[config.mk]
export PLATFORM = sky130hd
export DESIGN_NAME = timed_scene_launch_queue_top
export DESIGN_NICKNAME = d
export VERILOG_FILES = /design/src/rtl/tslq_pkg.sv /design/src/rtl/tslq_ram.sv /design/src/rtl/tslq_registry.sv /design/src/rtl/timed_scene_launch_queue_top.sv
export SDC_FILE = /design/constraint.sdc
export NUM_CORES = 1
export LEC_CHECK = 0
export ABC_AREA = 1
export CORE_ASPECT_RATIO = 0.9
export CORE_MARGIN = 2
export CORE_UTILIZATION = 47
export CTS_CLUSTER_DIAMETER = 40
export DETAILED_ROUTE_END_ITERATION = 16
export DONT_BUFFER_PORTS = 1
export PLACE_DENSITY = 0.6
export SETUP_SLACK_MARGIN = 0.2
export SLEW_MARGIN = 10
export SYNTH_ARGS = -nofsm -noshare
export SYNTH_HDL_FRONTEND = slang
export SYNTH_SLANG_ARGS = --single-unit
[constraint.sdc]
create_clock -name i_clk -period 8.34 [get_ports i_clk]
set_input_delay 0.417 -clock i_clk [delete_from_list [all_inputs] [get_ports i_clk]]
set_output_delay 0.417 -clock i_clk [all_outputs]
set_load 0.005 [all_outputs]
[src/rtl/tslq_pkg.sv]
// Shared types and constants for the timed scene launch queue.
// No dependencies; imported by the registry and the top module.
package tslq_pkg;

    localparam int ID_W    = 16;
    localparam int FRAME_W = 48;

    // Scene id reported when the registry holds no entries.
    localparam logic [ID_W-1:0] NO_SCENE = '1;

    typedef enum logic [1:0] {
        OP_ENQUEUE  = 2'd0,
        OP_PROCESS  = 2'd1,
        OP_SWITCH   = 2'd2,
        OP_REGISTER = 2'd3
    } t_op;

    typedef enum logic [2:0] {
        S_IDLE,
        S_QRD,
        S_EXEC,
        S_WAIT,
        S_OUT
    } t_state;

    typedef enum logic [2:0] {
        R_IDLE,
        R_SCAN,
        R_F1,
        R_F2,
        R_F3,
        R_DONE
    } t_rstate;

    // Command from the sequencer to the registry unit.
    typedef struct packed {
        logic            start;
        logic            wr;
        logic [ID_W-1:0] id;
        logic [ID_W-1:0] target;
    } t_reg_cmd;

    // Response from the registry unit.
    typedef struct packed {
        logic            done;
        logic            ok;
        logic [ID_W-1:0] following;
        logic [ID_W-1:0] preceding;
    } t_reg_rsp;

endpackage

[src/rtl/tslq_ram.sv]
// Generic single-write, single-read RAM with registered read data.
// No dependencies.
module tslq_ram #(
    parameter int WIDTH = 16,
    parameter int DEPTH = 16,
    localparam int AW   = (DEPTH > 1) ? $clog2(DEPTH) : 1
) (
    input  logic             i_clk,
    input  logic             i_we,
    input  logic [AW-1:0]    i_waddr,
    input  logic [WIDTH-1:0] i_wdata,
    input  logic [AW-1:0]    i_raddr,
    output logic [WIDTH-1:0] o_rdata
);

    logic [WIDTH-1:0] r_mem [DEPTH];
    logic [WIDTH-1:0] r_rdata;

    always_ff @(posedge i_clk) begin
        if (i_we) begin
            r_mem[i_waddr] <= i_wdata;
        end
        r_rdata <= r_mem[i_raddr];
    end

    assign o_rdata = r_rdata;

endmodule

[src/rtl/tslq_registry.sv]
// Scene registry: append store plus a sequential first-match scan that
// reports the neighbors of the target scene. Depends on tslq_pkg, tslq_ram.
module tslq_registry
    import tslq_pkg::*;
#(
    parameter int SLOTS = 16
) (
    input  logic     i_clk,
    input  logic     i_rst_n,
    input  t_reg_cmd i_cmd,
    output t_reg_rsp o_rsp
);

    localparam int AW = (SLOTS > 1) ? $clog2(SLOTS) : 1;
    localparam int FW = $clog2(SLOTS + 1);

    t_rstate         r_state, n_state;
    logic [FW-1:0]   r_fill, n_fill;
    logic [FW-1:0]   r_idx, n_idx;
    logic [AW-1:0]   r_pidx, n_pidx;
    logic            r_pend, n_pend;
    logic [AW-1:0]   r_pos, n_pos;
    logic            r_found, n_found;
    logic [ID_W-1:0] r_target, n_target;
    logic [ID_W-1:0] r_follow, n_follow;
    logic [ID_W-1:0] r_prec, n_prec;
    logic            r_ok, n_ok;

    logic            we;
    logic [AW-1:0]   raddr;
    logic [ID_W-1:0] rdata;
    logic [FW-1:0]   fill_m1;
    logic [FW:0]     pos_p1;
    logic [AW-1:0]   follow_addr;
    logic [AW-1:0]   prec_addr;

    tslq_ram #(
        .WIDTH (ID_W),
        .DEPTH (SLOTS)
    ) u_ram (
        .i_clk   (i_clk),
        .i_we    (we),
        .i_waddr (r_fill[AW-1:0]),
        .i_wdata (i_cmd.id),
        .i_raddr (raddr),
        .o_rdata (rdata)
    );

    // Neighbor slots; a miss falls back to first and last entries.
    always_comb begin
        fill_m1     = r_fill - FW'(1);
        pos_p1      = (FW + 1)'(r_pos) + (FW + 1)'(1);
        follow_addr = '0;
        prec_addr   = fill_m1[AW-1:0];
        if (r_found) begin
            follow_addr = (pos_p1 == (FW + 1)'(r_fill)) ? '0 : pos_p1[AW-1:0];
            prec_addr   = (r_pos == '0) ? fill_m1[AW-1:0] : r_pos - AW'(1);
        end
    end

    always_ff @(posedge i_clk) begin
        if (!i_rst_n) begin
            r_state <= R_IDLE;
            r_fill  <= '0;
        end else begin
            r_state <= n_state;
            r_fill  <= n_fill;
        end
        r_idx    <= n_idx;
        r_pidx   <= n_pidx;
        r_pend   <= n_pend;
        r_pos    <= n_pos;
        r_found  <= n_found;
        r_target <= n_target;
        r_follow <= n_follow;
        r_prec   <= n_prec;
        r_ok     <= n_ok;
    end

    always_comb begin
        n_state  = r_state;
        n_fill   = r_fill;
        n_idx    = r_idx;
        n_pidx   = r_pidx;
        n_pend   = r_pend;
        n_pos    = r_pos;
        n_found  = r_found;
        n_target = r_target;
        n_follow = r_follow;
        n_prec   = r_prec;
        n_ok     = r_ok;
        we       = 1'b0;
        raddr    = r_idx[AW-1:0];
        unique case (r_state)
            R_IDLE: begin
                if (i_cmd.start) begin
                    n_target = i_cmd.target;
                    n_idx    = '0;
                    n_pend   = 1'b0;
                    n_found  = 1'b0;
                    n_ok     = 1'b0;
                    if (i_cmd.wr && (r_fill < FW'(SLOTS))) begin
                        we     = 1'b1;
                        n_fill = r_fill + FW'(1);
                        n_ok   = 1'b1;
                    end
                    if (n_fill == '0) begin
                        n_follow = NO_SCENE;
                        n_prec   = NO_SCENE;
                        n_state  = R_DONE;
                    end else begin
                        n_state  = R_SCAN;
                    end
                end
            end
            R_SCAN: begin
                // one read issued and one compare made per cycle
                if (r_pend && (rdata == r_target)) begin
                    n_found = 1'b1;
                    n_pos   = r_pidx;
                    n_state = R_F1;
                end else if (r_pend && (FW'(r_pidx) == fill_m1)) begin
                    n_state = R_F1;
                end else begin
                    n_pidx = r_idx[AW-1:0];
                    n_idx  = r_idx + FW'(1);
                    n_pend = 1'b1;
                end
            end
            R_F1: begin
                raddr   = follow_addr;
                n_state = R_F2;
            end
            R_F2: begin
                raddr    = prec_addr;
                n_follow = rdata;
                n_state  = R_F3;
            end
            R_F3: begin
                n_prec  = rdata;
                n_state = R_DONE;
            end
            R_DONE: begin
                n_state = R_IDLE;
            end
            default: begin
                n_state = R_IDLE;
            end
        endcase
    end

    assign o_rsp.done      = (r_state == R_DONE);
    assign o_rsp.ok        = r_ok;
    assign o_rsp.following = r_follow;
    assign o_rsp.preceding = r_prec;

endmodule

[src/rtl/timed_scene_launch_queue_top.sv]
// Timed scene launch queue: frame-gated launch FIFO, scene switch, registry.
// Steps in order: input capture, queue head read (S_QRD), execution (S_EXEC),
// registry scan (S_WAIT), result held (S_OUT) until taken; the scan stops at
// the first match or the last entry. One item at a time; input tready is low
// until the result transaction completes.
// Reset (synchronous, active low): queue and registry empty, scene 0, flag 0.
module timed_scene_launch_queue_top
    import tslq_pkg::*;
#(
    parameter int QUEUE_DEPTH    = 8,
    parameter int REGISTRY_SLOTS = 16,
    localparam int QFW    = $clog2(QUEUE_DEPTH + 1),
    localparam int OUT_W  = ((50 + QFW + 7) / 8) * 8
) (
    input  logic             i_clk,
    input  logic             i_rst_n,
    // slave side
    input  logic             i_s_axis_tvalid,
    output logic             o_s_axis_tready,
    input  logic [63:0]      i_s_axis_tdata,  // scene_id[15:0], frame_number[63:16]
    input  logic [1:0]       i_s_axis_tuser,  // operation[1:0]
    // master side
    output logic             o_m_axis_tvalid,
    input  logic             i_m_axis_tready,
    // ok[0], current_scene[16:1], scene_changed[17], following_scene[33:18],
    // preceding_scene[49:34], pending_count[50+QFW-1:50], zero fill above
    output logic [OUT_W-1:0] o_m_axis_tdata
);

    localparam int QAW = (QUEUE_DEPTH > 1) ? $clog2(QUEUE_DEPTH) : 1;
    localparam int QW  = ID_W + FRAME_W;

    t_state             r_state, n_state;
    t_op                r_op;
    logic [ID_W-1:0]    r_id;
    logic [FRAME_W-1:0] r_frame;
    logic [QAW-1:0]     r_rd_ptr, n_rd_ptr;
    logic [QAW-1:0]     r_wr_ptr, n_wr_ptr;
    logic [QFW-1:0]     r_fill, n_fill;
    logic [ID_W-1:0]    r_active, n_active;
    logic               r_changed, n_changed;
    logic               r_ok, n_ok;

    logic               q_we;
    logic [QW-1:0]      q_rdata;
    logic [ID_W-1:0]    head_id;
    logic [FRAME_W-1:0] head_frame;
    logic               head_due;
    logic [ID_W-1:0]    sw_id;
    logic               sw_valid;
    t_reg_cmd           reg_cmd;
    t_reg_rsp           reg_rsp;

    tslq_ram #(
        .WIDTH (QW),
        .DEPTH (QUEUE_DEPTH)
    ) u_queue (
        .i_clk   (i_clk),
        .i_we    (q_we),
        .i_waddr (r_wr_ptr),
        .i_wdata ({r_id, r_frame}),
        .i_raddr (r_rd_ptr),
        .o_rdata (q_rdata)
    );

    tslq_registry #(
        .SLOTS (REGISTRY_SLOTS)
    ) u_registry (
        .i_clk   (i_clk),
        .i_rst_n (i_rst_n),
        .i_cmd   (reg_cmd),
        .o_rsp   (reg_rsp)
    );

    assign head_id    = q_rdata[QW-1:FRAME_W];
    assign head_frame = q_rdata[FRAME_W-1:0];
    // single frame compare: head launch due once its frame is at or below the given frame
    assign head_due   = (r_fill != '0) && (head_frame <= r_frame);
    assign sw_id      = (r_op == OP_PROCESS) ? head_id : r_id;
    // switch only to a non-negative id that differs from the current scene
    assign sw_valid   = !sw_id[ID_W-1] && (sw_id != r_active);

    always_ff @(posedge i_clk) begin
        if (!i_rst_n) begin
            r_state   <= S_IDLE;
            r_rd_ptr  <= '0;
            r_wr_ptr  <= '0;
            r_fill    <= '0;
            r_active  <= '0;
            r_changed <= 1'b0;
        end else begin
            r_state   <= n_state;
            r_rd_ptr  <= n_rd_ptr;
            r_wr_ptr  <= n_wr_ptr;
            r_fill    <= n_fill;
            r_active  <= n_active;
            r_changed <= n_changed;
        end
        r_ok <= n_ok;
        if (r_state == S_IDLE && i_s_axis_tvalid) begin
            r_op    <= t_op'(i_s_axis_tuser);
            r_id    <= i_s_axis_tdata[15:0];
            r_frame <= i_s_axis_tdata[63:16];
        end
    end

    always_comb begin
        n_state        = r_state;
        n_rd_ptr       = r_rd_ptr;
        n_wr_ptr       = r_wr_ptr;
        n_fill         = r_fill;
        n_active       = r_active;
        n_changed      = r_changed;
        n_ok           = r_ok;
        q_we           = 1'b0;
        reg_cmd.start  = 1'b0;
        reg_cmd.wr     = (r_op == OP_REGISTER);
        reg_cmd.id     = r_id;
        reg_cmd.target = r_active;
        unique case (r_state)
            S_IDLE: begin
                if (i_s_axis_tvalid) begin
                    n_state = S_QRD;
                end
            end
            S_QRD: begin
                // queue head read in flight
                n_state = S_EXEC;
            end
            S_EXEC: begin
                n_ok = 1'b0;
                unique case (r_op)
                    OP_ENQUEUE: begin
                        if (r_fill < QFW'(QUEUE_DEPTH)) begin
                            q_we     = 1'b1;
                            n_wr_ptr = (r_wr_ptr == QAW'(QUEUE_DEPTH - 1)) ? '0
                                                                           : r_wr_ptr + QAW'(1);
                            n_fill   = r_fill + QFW'(1);
                            n_ok     = 1'b1;
                        end
                    end
                    OP_PROCESS: begin
                        if (head_due) begin
                            n_rd_ptr = (r_rd_ptr == QAW'(QUEUE_DEPTH - 1)) ? '0
                                                                           : r_rd_ptr + QAW'(1);
                            n_fill   = r_fill - QFW'(1);
                            if (sw_valid) begin
                                n_active  = sw_id;
                                n_changed = 1'b1;
                                n_ok      = 1'b1;
                            end
                        end
                    end
                    OP_SWITCH: begin
                        if (sw_valid) begin
                            n_active  = sw_id;
                            n_changed = 1'b1;
                            n_ok      = 1'b1;
                        end
                    end
                    OP_REGISTER: begin
                        // ok comes back from the registry unit
                    end
                    default: begin
                    end
                endcase
                // registry looks up the scene as it stands after this item
                reg_cmd.target = n_active;
                reg_cmd.start  = 1'b1;
                n_state        = S_WAIT;
            end
            S_WAIT: begin
                if (reg_rsp.done) begin
                    if (r_op == OP_REGISTER) begin
                        n_ok = reg_rsp.ok;
                    end
                    n_state = S_OUT;
                end
            end
            S_OUT: begin
                if (i_m_axis_tready) begin
                    n_state = S_IDLE;
                end
            end
            default: begin
                n_state = S_IDLE;
            end
        endcase
    end

    assign o_s_axis_tready = (r_state == S_IDLE);
    assign o_m_axis_tvalid = (r_state == S_OUT);
    assign o_m_axis_tdata  = OUT_W'({r_fill, reg_rsp.preceding, reg_rsp.following,
                                     r_changed, r_active, r_ok});

    // Queue never holds more launches than its depth.
    a_fill_bound: assert property (@(posedge i_clk) disable iff (!i_rst_n)
        r_fill <= QFW'(QUEUE_DEPTH))
        else $error("launch queue fill above depth");

    // One item at a time: input never taken while a result is held.
    a_one_item: assert property (@(posedge i_clk) disable iff (!i_rst_n)
        !(o_s_axis_tready && o_m_axis_tvalid))
        else $error("input ready while result pending");

    // Registry completion only while the sequencer waits for it.
    a_reg_done: assert property (@(posedge i_clk) disable iff (!i_rst_n)
        reg_rsp.done |-> (r_state == S_WAIT))
        else $error("registry done outside wait state");

    // Queue state is untouched while a result waits to be taken.
    a_out_hold: assert property (@(posedge i_clk) disable iff (!i_rst_n)
        (o_m_axis_tvalid && $past(o_m_axis_tvalid)) |-> ($stable(r_fill) && $stable(r_active)))
        else $error("state changed during result hold");

endmodule
==> results of run 1 <==
## flip-flops by register name (all words and copies together), names as in the netlist, 3 cells and up
register,cells
u_registry.r_target,16
u_registry.r_fill,5
u_queue.o_rdata,64
u_registry.r_state,3
u_registry.r_prec,16
u_registry.u_ram.o_rdata,16
r_wr_ptr,3
r_id,16
u_queue.r_mem,512
u_registry.u_ram.r_mem,256
u_registry.r_pos,4
r_state,3
r_frame,48
r_rd_ptr,3
r_fill,4
r_active,16
u_registry.r_idx,4
u_registry.r_follow,16
u_registry.r_pidx,4
## cell type report
type / instances / area share, %
Tap cell: 1155 / 3.00
Multi-Input combinational cell: 2150 / 21.7
Timing Repair Buffer: 131 / 2.40
Inverter: 323 / 2.54
Clock buffer: 164 / 7.51
Sequential cell: 1016 / 60.8
Clock inverter: 86 / 2.01
## placed cells by master (no fill, tap or decap), types with 11 or more instances in the layout
cell type	count
o22ai_1	64
a31oi_1	69
bufinv_16	11
a21oi_1	32
clkinv_2	19
inv_6	19
edfxtp_1	898
buf_4	62
nand2_1	578
ha_1	67
o21ai_0	275
dfxtp_1	116
nand3_1	344
dlygate4sd3_1	69
clkbuf_16	139
nor2_1	558
o21ai_1	12
xnor2_1	13
clkbuf_1	20
xor2_1	18
nand3b_1	53
inv_1	316
## final timing paths
kind                        endpoint  slack [ns]
max reg2reg  u_registry.r_target[14]        4.29
max          u_registry.r_target[14]        4.29
min                       r_state[0]        0.06
min reg2reg      u_registry.r_pos[3]        0.49
## per-layer routing
metal  up-vias  wire length, µm  part of all wire [%]
li1      12903                -                     -
met1     12998            43700                    44
met2       706            48300                    49
met3       163             5020                   5.0
met4         2             2360                   2.4
met5         -               13                 0.013
## cell usage after synthesis, types with 2 or more instances
| library cell | number |
|---|---|
| xor2_1 | 18 |
| inv_1 | 319 |
| nor4_1 | 5 |
| inv_2 | 3 |
| ha_1 | 67 |
| o21ai_2 | 2 |
| a31oi_1 | 69 |
| nand2_2 | 3 |
| nor3_1 | 11 |
| or2_2 | 4 |
| dfxtp_1 | 118 |
| a211oi_1 | 4 |
| o21a_1 | 2 |
| nand4_1 | 9 |
| o22ai_1 | 64 |
| a21o_1 | 2 |
| buf_4 | 5 |
| nor3b_1 | 2 |
| nand3_1 | 344 |
| o21ai_0 | 275 |
| a22oi_1 | 2 |
| edfxtp_1 | 898 |
| a21oi_1 | 32 |
| a21oi_2 | 2 |
| buf_2 | 53 |
| xnor2_1 | 13 |
| buf_1 | 15 |
| clkbuf_1 | 114 |
| and2_1 | 2 |
| nor2_1 | 562 |
| nand2_1 | 580 |
| o21ai_1 | 12 |
| nand3b_1 | 53 |
## through the flow
step                      util [%]  instance area (µm²)  setup slack [ns]
final                         54.9                48200              4.29
after global routing          54.9                48200              3.80
after CTS                     54.9                48200              4.33
after detailed placement      48.8                42900              4.34
after global placement        48.8                42900              4.38
after floorplan                  -                41700              2.25
## tightest hold or removal path, delay by kind of cell
family          cells  cell delay (ns)
simple gates        2             0.17
compound gates      1             0.09
buf+inv             1             0.05
## cell families (layout without fill, tap and decap cells)
kind of cell / Yosys count / count (layout) / share of synthesized area [%]
AOI/OAI and AO/OA: 472 / 472 / 6.24
xor gates and xnor gates: 31 / 31 / 0.651
adders and majority gates: 68 / 68 / 2.06
buffers and inverters: 512 / 704 / 4.83
DFF: 1016 / 1016 / 70.3
other: 1 / 2 / 0.00899
and+or+nand+nor: 1577 / 1577 / 15.9
## power breakdown
| part | total (mW) | internal (mW) | switching, mW |
|---|---|---|---|
| logic | 2.04 | 0.602 | 1.44 |
| clock network | 5.78 | 3.51 | 2.27 |
| registers | 6.15 | 5.88 | 0.263 |
| total | 14.0 | 10.0 | 3.98 |
==> results.toml, run 1 <==
[run_status]
run_status = "completed"

[place]
io_buffers = 0
place_inst = 4706
gp_congestion = 0.838
hpwl_mm = 54.0

[power]
p_total_mw = 14.0
power.leakage_nw = 18.3
power_density_nw_per_um2 = 290
irDropWorstVdd_v = 0.000254

[timing]
hold_viol = 0
rsz0062_at_grt = "false"
tightest_slew_ns = 1.06
final.min_clock_period_ns = 4.05
finalCritPeriodShare_pct = 48.5
whs_ns = 0.0617
totalNegativeSetupSlack_ns = 0
max_freq_mhz = 247
fin_skew_ns = 0.0220
slew_headroom_pct = 29.3
slew_viol_final = 0
setup_viol_count_final = 0

[detailed_routing]
num_vias = 26772
totalWireLength_mm = 99.4
antenna_left = 0
drt_iter0_drc = 2372
wl_per_cell_um = 19.8
viasPerCell = 5.33
drt_first_pass_iters = 6
drc = 0

[hold_path]
hp-class = "in2reg"
hold_start = "i_s_axis_tvalid"
holdPathStages = 4

[critical_path]
cp_top_family = "simple AND/OR/NAND/NOR gates"
critPathRequiredTime_ns = 8.80
cp_max_fo = 43
path_depth = 20
end_kind = "flip-flop"
cpMostUsedCell = "nand2_1"
critPathMaxStageDelay_ns = 0.44
crit_buf_inv = 4
criticalPathCategory = "reg2reg"
slowest_stage = "edfxtp_1"
critPathLaunchType = "flip-flop"
r2r-start = "r_op[1]"
cp_data_arrival_time_ns = 4.51
reg2regPathDepth = 20
critPathLaunch = "r_op[1]"
worstPathCellList = "inv_1 -> ha_1 -> buf_4 -> inv_2 -> nand2_1 -> nand2_1 -> nand2_1 -> nand2_1 -> nor2_1 -> nand2_1 -> nor2_1 -> nand2_2 -> nand2_2 -> nand2_1 -> nand2_1 -> nand3_1 -> nand3_1 -> nand2_1 -> nand2_1 -> inv_1"

[yosys]
synth.distinct_cells = 46
netlist_area_um2 = 41700
synth_cells = 3677
synth_top_area_share_pct = 64.6
async_flop_share_pct = 0
synth_ff_type = "edfxtp_1"
ys_seq_area_share_pct = 70.3
synth-edff-count = 898
yosys-top-cells-area = "edfxtp_1 65%, dfxtp_1 5.7%, nand2_1 5.2%"
yosys_warnings = 0
yosys_register_bits = 1016
yosysTopAreaCell = "edfxtp_1"
synth_area_per_cell_um2 = 11.3

[global_route]
grt_overflow = 0
grtUsageMet3_pct = 3.60
met1_usage_pct = 29.0
grt_pass1_vias = 26121
grt_pass1_wl_mm = 154
top_usage_layer = "met2"
grt_antenna_before_repair = 3
grt.total_usage_pct = 21.9
grt_max_degree = 129
use_met2_pct = 37.0

[cts]
clk_latency_ns = 0.72
cts_tree = "yes"
hold_buffers = 69
cts_inserted_buffers = 135
cts_resized = 0
cts.sinks = 1016
clock-root-buffer = "clkbuf_16"
h-tree-depth = 4
clkTransAtPathRegs_ns = 0.05
cts_setup_buffers = 0
ctsLongestPathBuffers = 3

[final_layout]
diodes = 0
drive_gt1_share_pct = 8.22
layout.cells.non_filler = 5025
fillers = 7357
nNetsFinal = 3895
multi_input_area_um2 = 10500
syn_to_final_growth_pct = 15.6
seq_area_um2 = 29300

[die]
start_util_pct = 47.5
ios = 128
die_h_um = 287
coreArea_um2 = 87900
die_w_um = 318
die-area_um2 = 91200
rows = 103

[flow_run]
drv_cap = 0
No activity file was read; power rests on OpenSTA's default activity.
==> run 2: changes to the inputs <==
Clock period 8.34 ns to 4 ns, I/O delays scaled along.
==> results.toml, run 2 (synthesis gave the netlist of run 1 again) <==
[critical_path]
worstPathCellList = "inv_1 -> ha_1 -> inv_2 -> nand2_1 -> nand2_1 -> buf_4 -> nand2_1 -> nand2_1 -> nor2_1 -> nand2_1 -> nor2_1 -> nand2_2 -> nand2_2 -> nand2_1 -> nand2_1 -> nand3_1 -> nand3_1 -> nand2_1 -> nand2_1 -> inv_1"
criticalPathCategory = "reg2reg"
critPathLaunchType = "flip-flop"
r2r-start = "r_op[1]"
end_kind = "flip-flop"
critPathMaxStageDelay_ns = 0.43
ff2ff_setup_slack_ns = 0.62
slowest_stage = "edfxtp_1"
reg2regPathDepth = 20
worstReg2RegEnd = "u_registry.r_target[12]"
cpMostUsedCell = "nand2_1"
cp_data_arrival_time_ns = 3.84
cp_max_fo = 23
critPathRequiredTime_ns = 4.46

[detailed_routing]
viasPerCell = 5.35
drt_iter0_drc = 2269
totalWireLength_mm = 101
num_vias = 27012
antenna_left = 0
drt_first_pass_iters = 5
wl_per_cell_um = 20.0
drc = 0

[timing]
final.min_clock_period_ns = 3.38
slew_headroom_pct = 26.1
setup_viol_count_final = 0
slew_viol_final = 0
hold_viol = 0
fin_skew_ns = 0.0307
setup_slack_ns = 0.617
totalNegativeSetupSlack_ns = 0
rsz0062_at_grt = "false"
finalCritPeriodShare_pct = 84.6
max_freq_mhz = 296
tightest_slew_ns = 1.11

[die]
die_w_um = 318
die_h_um = 287
die-area_um2 = 91200
start_util_pct = 47.5
rows = 103
ios = 128
coreArea_um2 = 87900

[final_layout]
drive_gt1_share_pct = 8.28
nNetsFinal = 3916
regMostFlops = "u_queue.r_mem"
largest_reg_flops = 512
layout_commonest_cell = "edfxtp_1"
syn_to_final_growth_pct = 16.6
layout_common_cells = "898 x edfxtp_1, 578 x nand2_1, 558 x nor2_1, 344 x nand3_1, 316 x inv_1"

[place]
post-place-ws_ns = 0.650
gp_congestion = 0.869
hpwl_mm = 55.5
io_buffers = 0

[cts]
clock-root-buffer = "clkbuf_16"
h-tree-depth = 4
clk_latency_ns = 0.73
clkTransAtPathRegs_ns = 0.06
cts_inserted_buffers = 134
cts_resized = 0
cts.sinks = 1016
ctsLongestPathBuffers = 3
cts_tree = "yes"

[power]
power.leakage_nw = 18.4
power_density_nw_per_um2 = 602
p_total_mw = 29.3
irDropWorstVdd_v = 0.000390

[hold_path]
hold_start = "i_s_axis_tdata[56]"
holdPathStages = 1
hold_end = "r_frame[40]"
hp-class = "in2reg"

[global_route]
grt_pass1_vias = 26120
grt_max_degree = 155
grt.total_usage_pct = 22.2
grt_pass1_wl_mm = 155
grt_overflow = 0
grt_antenna_before_repair = 3

[flow_run]
drv_cap = 0

[run_status]
run_status = "completed"
-- run 2: how the worst max path moves through the flow --
| stage | start | to | slack [ns] | cells past startpoint |
|---|---|---|---|---|
| after global routing | r_op[1] | u_registry.r_target[5] | 0.23 | 20 |
| after CTS | r_op[1] | u_registry.r_target[12] | 0.62 | 20 |
| after global placement | r_op[1] | u_registry.r_target[5] | 0.73 | 20 |
| after detailed placement | r_op[1] | u_registry.r_target[12] | 0.65 | 20 |
| final | r_op[1] | u_registry.r_target[12] | 0.62 | 20 |
| after floorplan | r_state[0] | u_queue.r_mem[5][0] | -0.37 | 9 |
-- run 2: area by class of cell --
class,count,area (µm²)
fillers,7404,39300
flip-flops and latches,1016,29300
multi-input cells,2150,10500
clock buffers,181,3660
repair buffers,153,1600
well taps,1155,1450
inverters,323,1220
clock inverters,66,872
diodes,2,5.00
-- run 2: repair_timing --
action | in CTS | in global routing
endpoints found under the hold margin | 104 | 0
setup endpoints to repair | 0 | 0
setup buffers | 0 | 0
hold buffers | 70 | 0
-- run 2: through the flow --
stage	instance area [µm²]	hold WS [ns]	util, %	cells
after floorplan	41800	0.299	-	3678
after global placement	43400	0.299	49.4	4727
after detailed placement	43400	0.299	49.4	4727
after CTS	48600	0.0457	55.3	5044
after global routing	48600	0.0599	55.3	5045
final	48600	0.0951	55.3	5046
-- run 2: where the power goes --
part | switching, mW | total [mW] | internal [mW]
logic | 3.11 | 4.46 | 1.35
clock network | 4.62 | 12.0 | 7.38
registers | 0.542 | 12.8 | 12.3
-- run 2: layer usage --
metal	GRT usage [%]	vias to the layer above	wire, µm
met5	0	-	11
met4	8.08	2	2700
met3	3.61	180	5570
met2	37.5	847	49800
met1	29.0	13053	43100
li1	-	12930	-
-- run 2: critical path, delay by kind of cell, from the launching register on --
family,cells,cell delay (ns)
and+or+nand+nor,15,1.70
buffers and inverters,4,0.63
adders and majority gates,1,0.39
DFF,1,0.43
==> run 3: changes to the inputs <==
Settings changed: ABC_AREA 1 to 0, PLACE_DENSITY 0.6 to 0.62.
Clock period 4 ns to 2.8 ns, I/O delays scaled along.
==> results.toml, run 3 <==
[critical_path]
critPathLaunchType = "flip-flop"
cp_data_arrival_time_ns = 3.49
reg2regPathDepth = 11
ff2ff_setup_slack_ns = -0.26
critPathRequiredTime_ns = 3.24
cp_max_fo = 8
r2r-start = "r_frame[42]"
worstReg2RegEnd = "u_registry.r_target[1]"
criticalPathCategory = "reg2reg"
end_kind = "flip-flop"

[timing]
finalCritPeriodShare_pct = 109
whs_ns = 0.0227
fin_skew_ns = 0.0264
tightest_slew_ns = 0.635
slew_viol_final = 0
max_freq_mhz = 327
final.min_clock_period_ns = 3.06
slew_headroom_pct = 57.6
hold_viol = 0
totalNegativeSetupSlack_ns = -10.09
setup_slack_ns = -0.255
setup_viol_count_final = 57
rsz0062_at_grt = "true"

[flow_run]
drv_cap = 0

[yosys]
synth_top_family_by_area = "multiplexers"
synth_top_area_share_pct = 68.1
yosys-top-cells-area = "edfxtp_1 68%, mux4_2 7.3%, dfxtp_1 6.0%"
synth_cells = 2106
ys_seq_area_share_pct = 74.1
synth-simple-area-share_pct = 3.48
synth_area_per_cell_um2 = 18.8
synthAdderAreaFrac_pct = 2.17
synth_compound_area_share_pct = 3.36
netlist_area_um2 = 39600
yosys_register_bits = 1016
async_flop_share_pct = 0
synth_commonest_cells = "898 x edfxtp_1, 144 x mux2_2, 128 x mux4_2"
synth_mux_area_share_pct = 13.9
synth_ff_type = "edfxtp_1"
synth_xor_area_share_pct = 1.21
yosysMostFrequentCell = "edfxtp_1"
synth-edff-count = 898
yosys_warnings = 0
synth.distinct_cells = 72
yosysTopAreaCell = "edfxtp_1"

[detailed_routing]
drt_iter0_drc = 1518
totalWireLength_mm = 89.0
drc = 0
num_vias = 20460
antenna_left = 0
drt_first_pass_iters = 6
wl_per_cell_um = 23.8
viasPerCell = 5.48

[final_layout]
regMostFlops = "u_queue.r_mem"
layout.cells.non_filler = 3732
layout_commonest_cell = "edfxtp_1"
final_util_pct = 59.5
nNetsFinal = 2639
fin_area_um2 = 49400
layout_common_cells = "898 x edfxtp_1, 209 x buf_4, 139 x mux2_2, 128 x mux4_2, 122 x clkbuf_16"
syn_to_final_growth_pct = 24.8
largest_reg_flops = 512
drive_gt1_share_pct = 35.4
fillers = 6082

[cts]
clock-root-buffer = "clkbuf_16"
h-tree-depth = 3
clk_latency_ns = 0.70
clkTransAtPathRegs_ns = 0.06
cts_tree = "yes"
cts.sinks = 1016
ctsLongestPathBuffers = 3
cts_inserted_buffers = 120

[place]
place_inst = 3358
post-place-ws_ns = -0.613
place_area_um2 = 42900
io_buffers = 0
hpwl_mm = 52.8
gp_congestion = 0.814

[power]
clockPowerShare_pct = 38.4
p_total_mw = 41.1
p_int_mw = 30.7
swShare_pct = 25.4
power_density_nw_per_um2 = 833
p_switching_mw = 10.5
seq_power_share_pct = 43.5
irDropWorstVdd_v = 0.000612
combPwrFrac_pct = 18.1
power.leakage_nw = 16.8

[global_route]
grt_pass1_vias = 21312
grt_antenna_before_repair = 3
grt.total_usage_pct = 20.7
grt_overflow = 0
grt_pass1_wl_mm = 134
grt_max_degree = 67

[hold_path]
hold_end = "r_frame[7]"
hold_start = "i_s_axis_tvalid"
holdPathStages = 2
hp-class = "in2reg"

[die]
ios = 128
die-area_um2 = 86600
coreArea_um2 = 83100
rows = 100
start_util_pct = 47.7
die_h_um = 279
die_w_um = 310

[run_status]
violations = "setup timing"
run_status = "finished, violations left"
==> run 3: cell count changes after synthesis, sizes merged, moves of 66 or more <==
| cell | change |
|---|---|
| mux4 | +128 |
| nand2 | -547 |
| clkbuf | -72 |
| nand3 | -331 |
| nor2 | -524 |
| mux2 | +144 |
| a31oi | -66 |
| inv | -256 |
| mux2i | +99 |
| o21ai | -273 |
==> run 3: worst max path at each step <==
stage / start / slack (ns) / end
floorplan: r_state[0] / -0.65 / u_queue.r_mem[0][0]
global placement: r_frame[30] / -0.48 / r_active[13]
detailed placement: r_frame[30] / -0.61 / r_active[12]
CTS: r_frame[13] / -0.19 / u_registry.r_target[15]
global route: r_op[0] / -0.38 / u_registry.r_target[15]
finish: r_frame[42] / -0.26 / u_registry.r_target[1]
==> run 3: per-layer routing <==
layer  share of wire [%]  GRT usage [%]  wire length, µm  vias up
met5               0.027              0               24        -
met4                 2.8           6.13             2450        4
met3                 4.4           3.51             3930      150
met2                  51           35.7            45600      515
met1                  42           26.9            37000    10588
li1                    -              -                -     9203
==> run 3: power by group through the flow <==
stage | logic [mW] | clock network (mW) | registers, mW
6_report | 7.45 | 15.8 | 17.9
3_3_place_gp | 5.64 | 0 | 18.2
2_1_floorplan | 3.44 | 0 | 18.1
5_1_grt | 7.94 | 16.7 | 17.9
4_1_cts | 7.00 | 16.1 | 17.9
3_5_place_dp | 5.76 | 0 | 18.2
==> run 3: final cells by class <==
cell class              instances  area, µm²  share of cell area (%)
diodes                          1       2.50                 0.00506
clock inverters                74        871                    1.76
repair buffers                366       3760                    7.62
multi-input cells             931      10500                    21.2
well taps                    1122       1400                    2.84
flip-flops and latches       1016      29300                    59.4
inverters                      66        251                   0.509
clock buffers                 156       3300                    6.68
==> run 3: kinds of logic after synthesis <==
| logic type | Yosys count |
|---|---|
| flops | 1016 |
| simple gates | 253 |
| xor+xnor | 53 |
| other cells | 1 |
| fa+ha+maj | 68 |
| mux | 371 |
| buf+inv | 162 |
| compound gates | 182 |
==> run 3: repair_timing <==
action,in CTS,in global routing
hold buffers,70,0
cloned,9,3
gates resized for setup,92,85
endpoints found under the setup margin,88,219
buffers inserted,34,27
hold endpoints to repair,104,0
pin swaps,32,45
==> run 3: critical path, cell delays in order, from the launching register on <==
cell,delay [ns]
edfxtp_1,0.38
inv_1,0.06
ha_1,0.30
nand2_1,0.07
or4_4,0.56
or2_2,0.32
o22ai_2,0.15
buf_6,0.15
buf_6,0.14
nand3_4,0.14
a2bb2oi_4,0.25
a22o_1,0.27
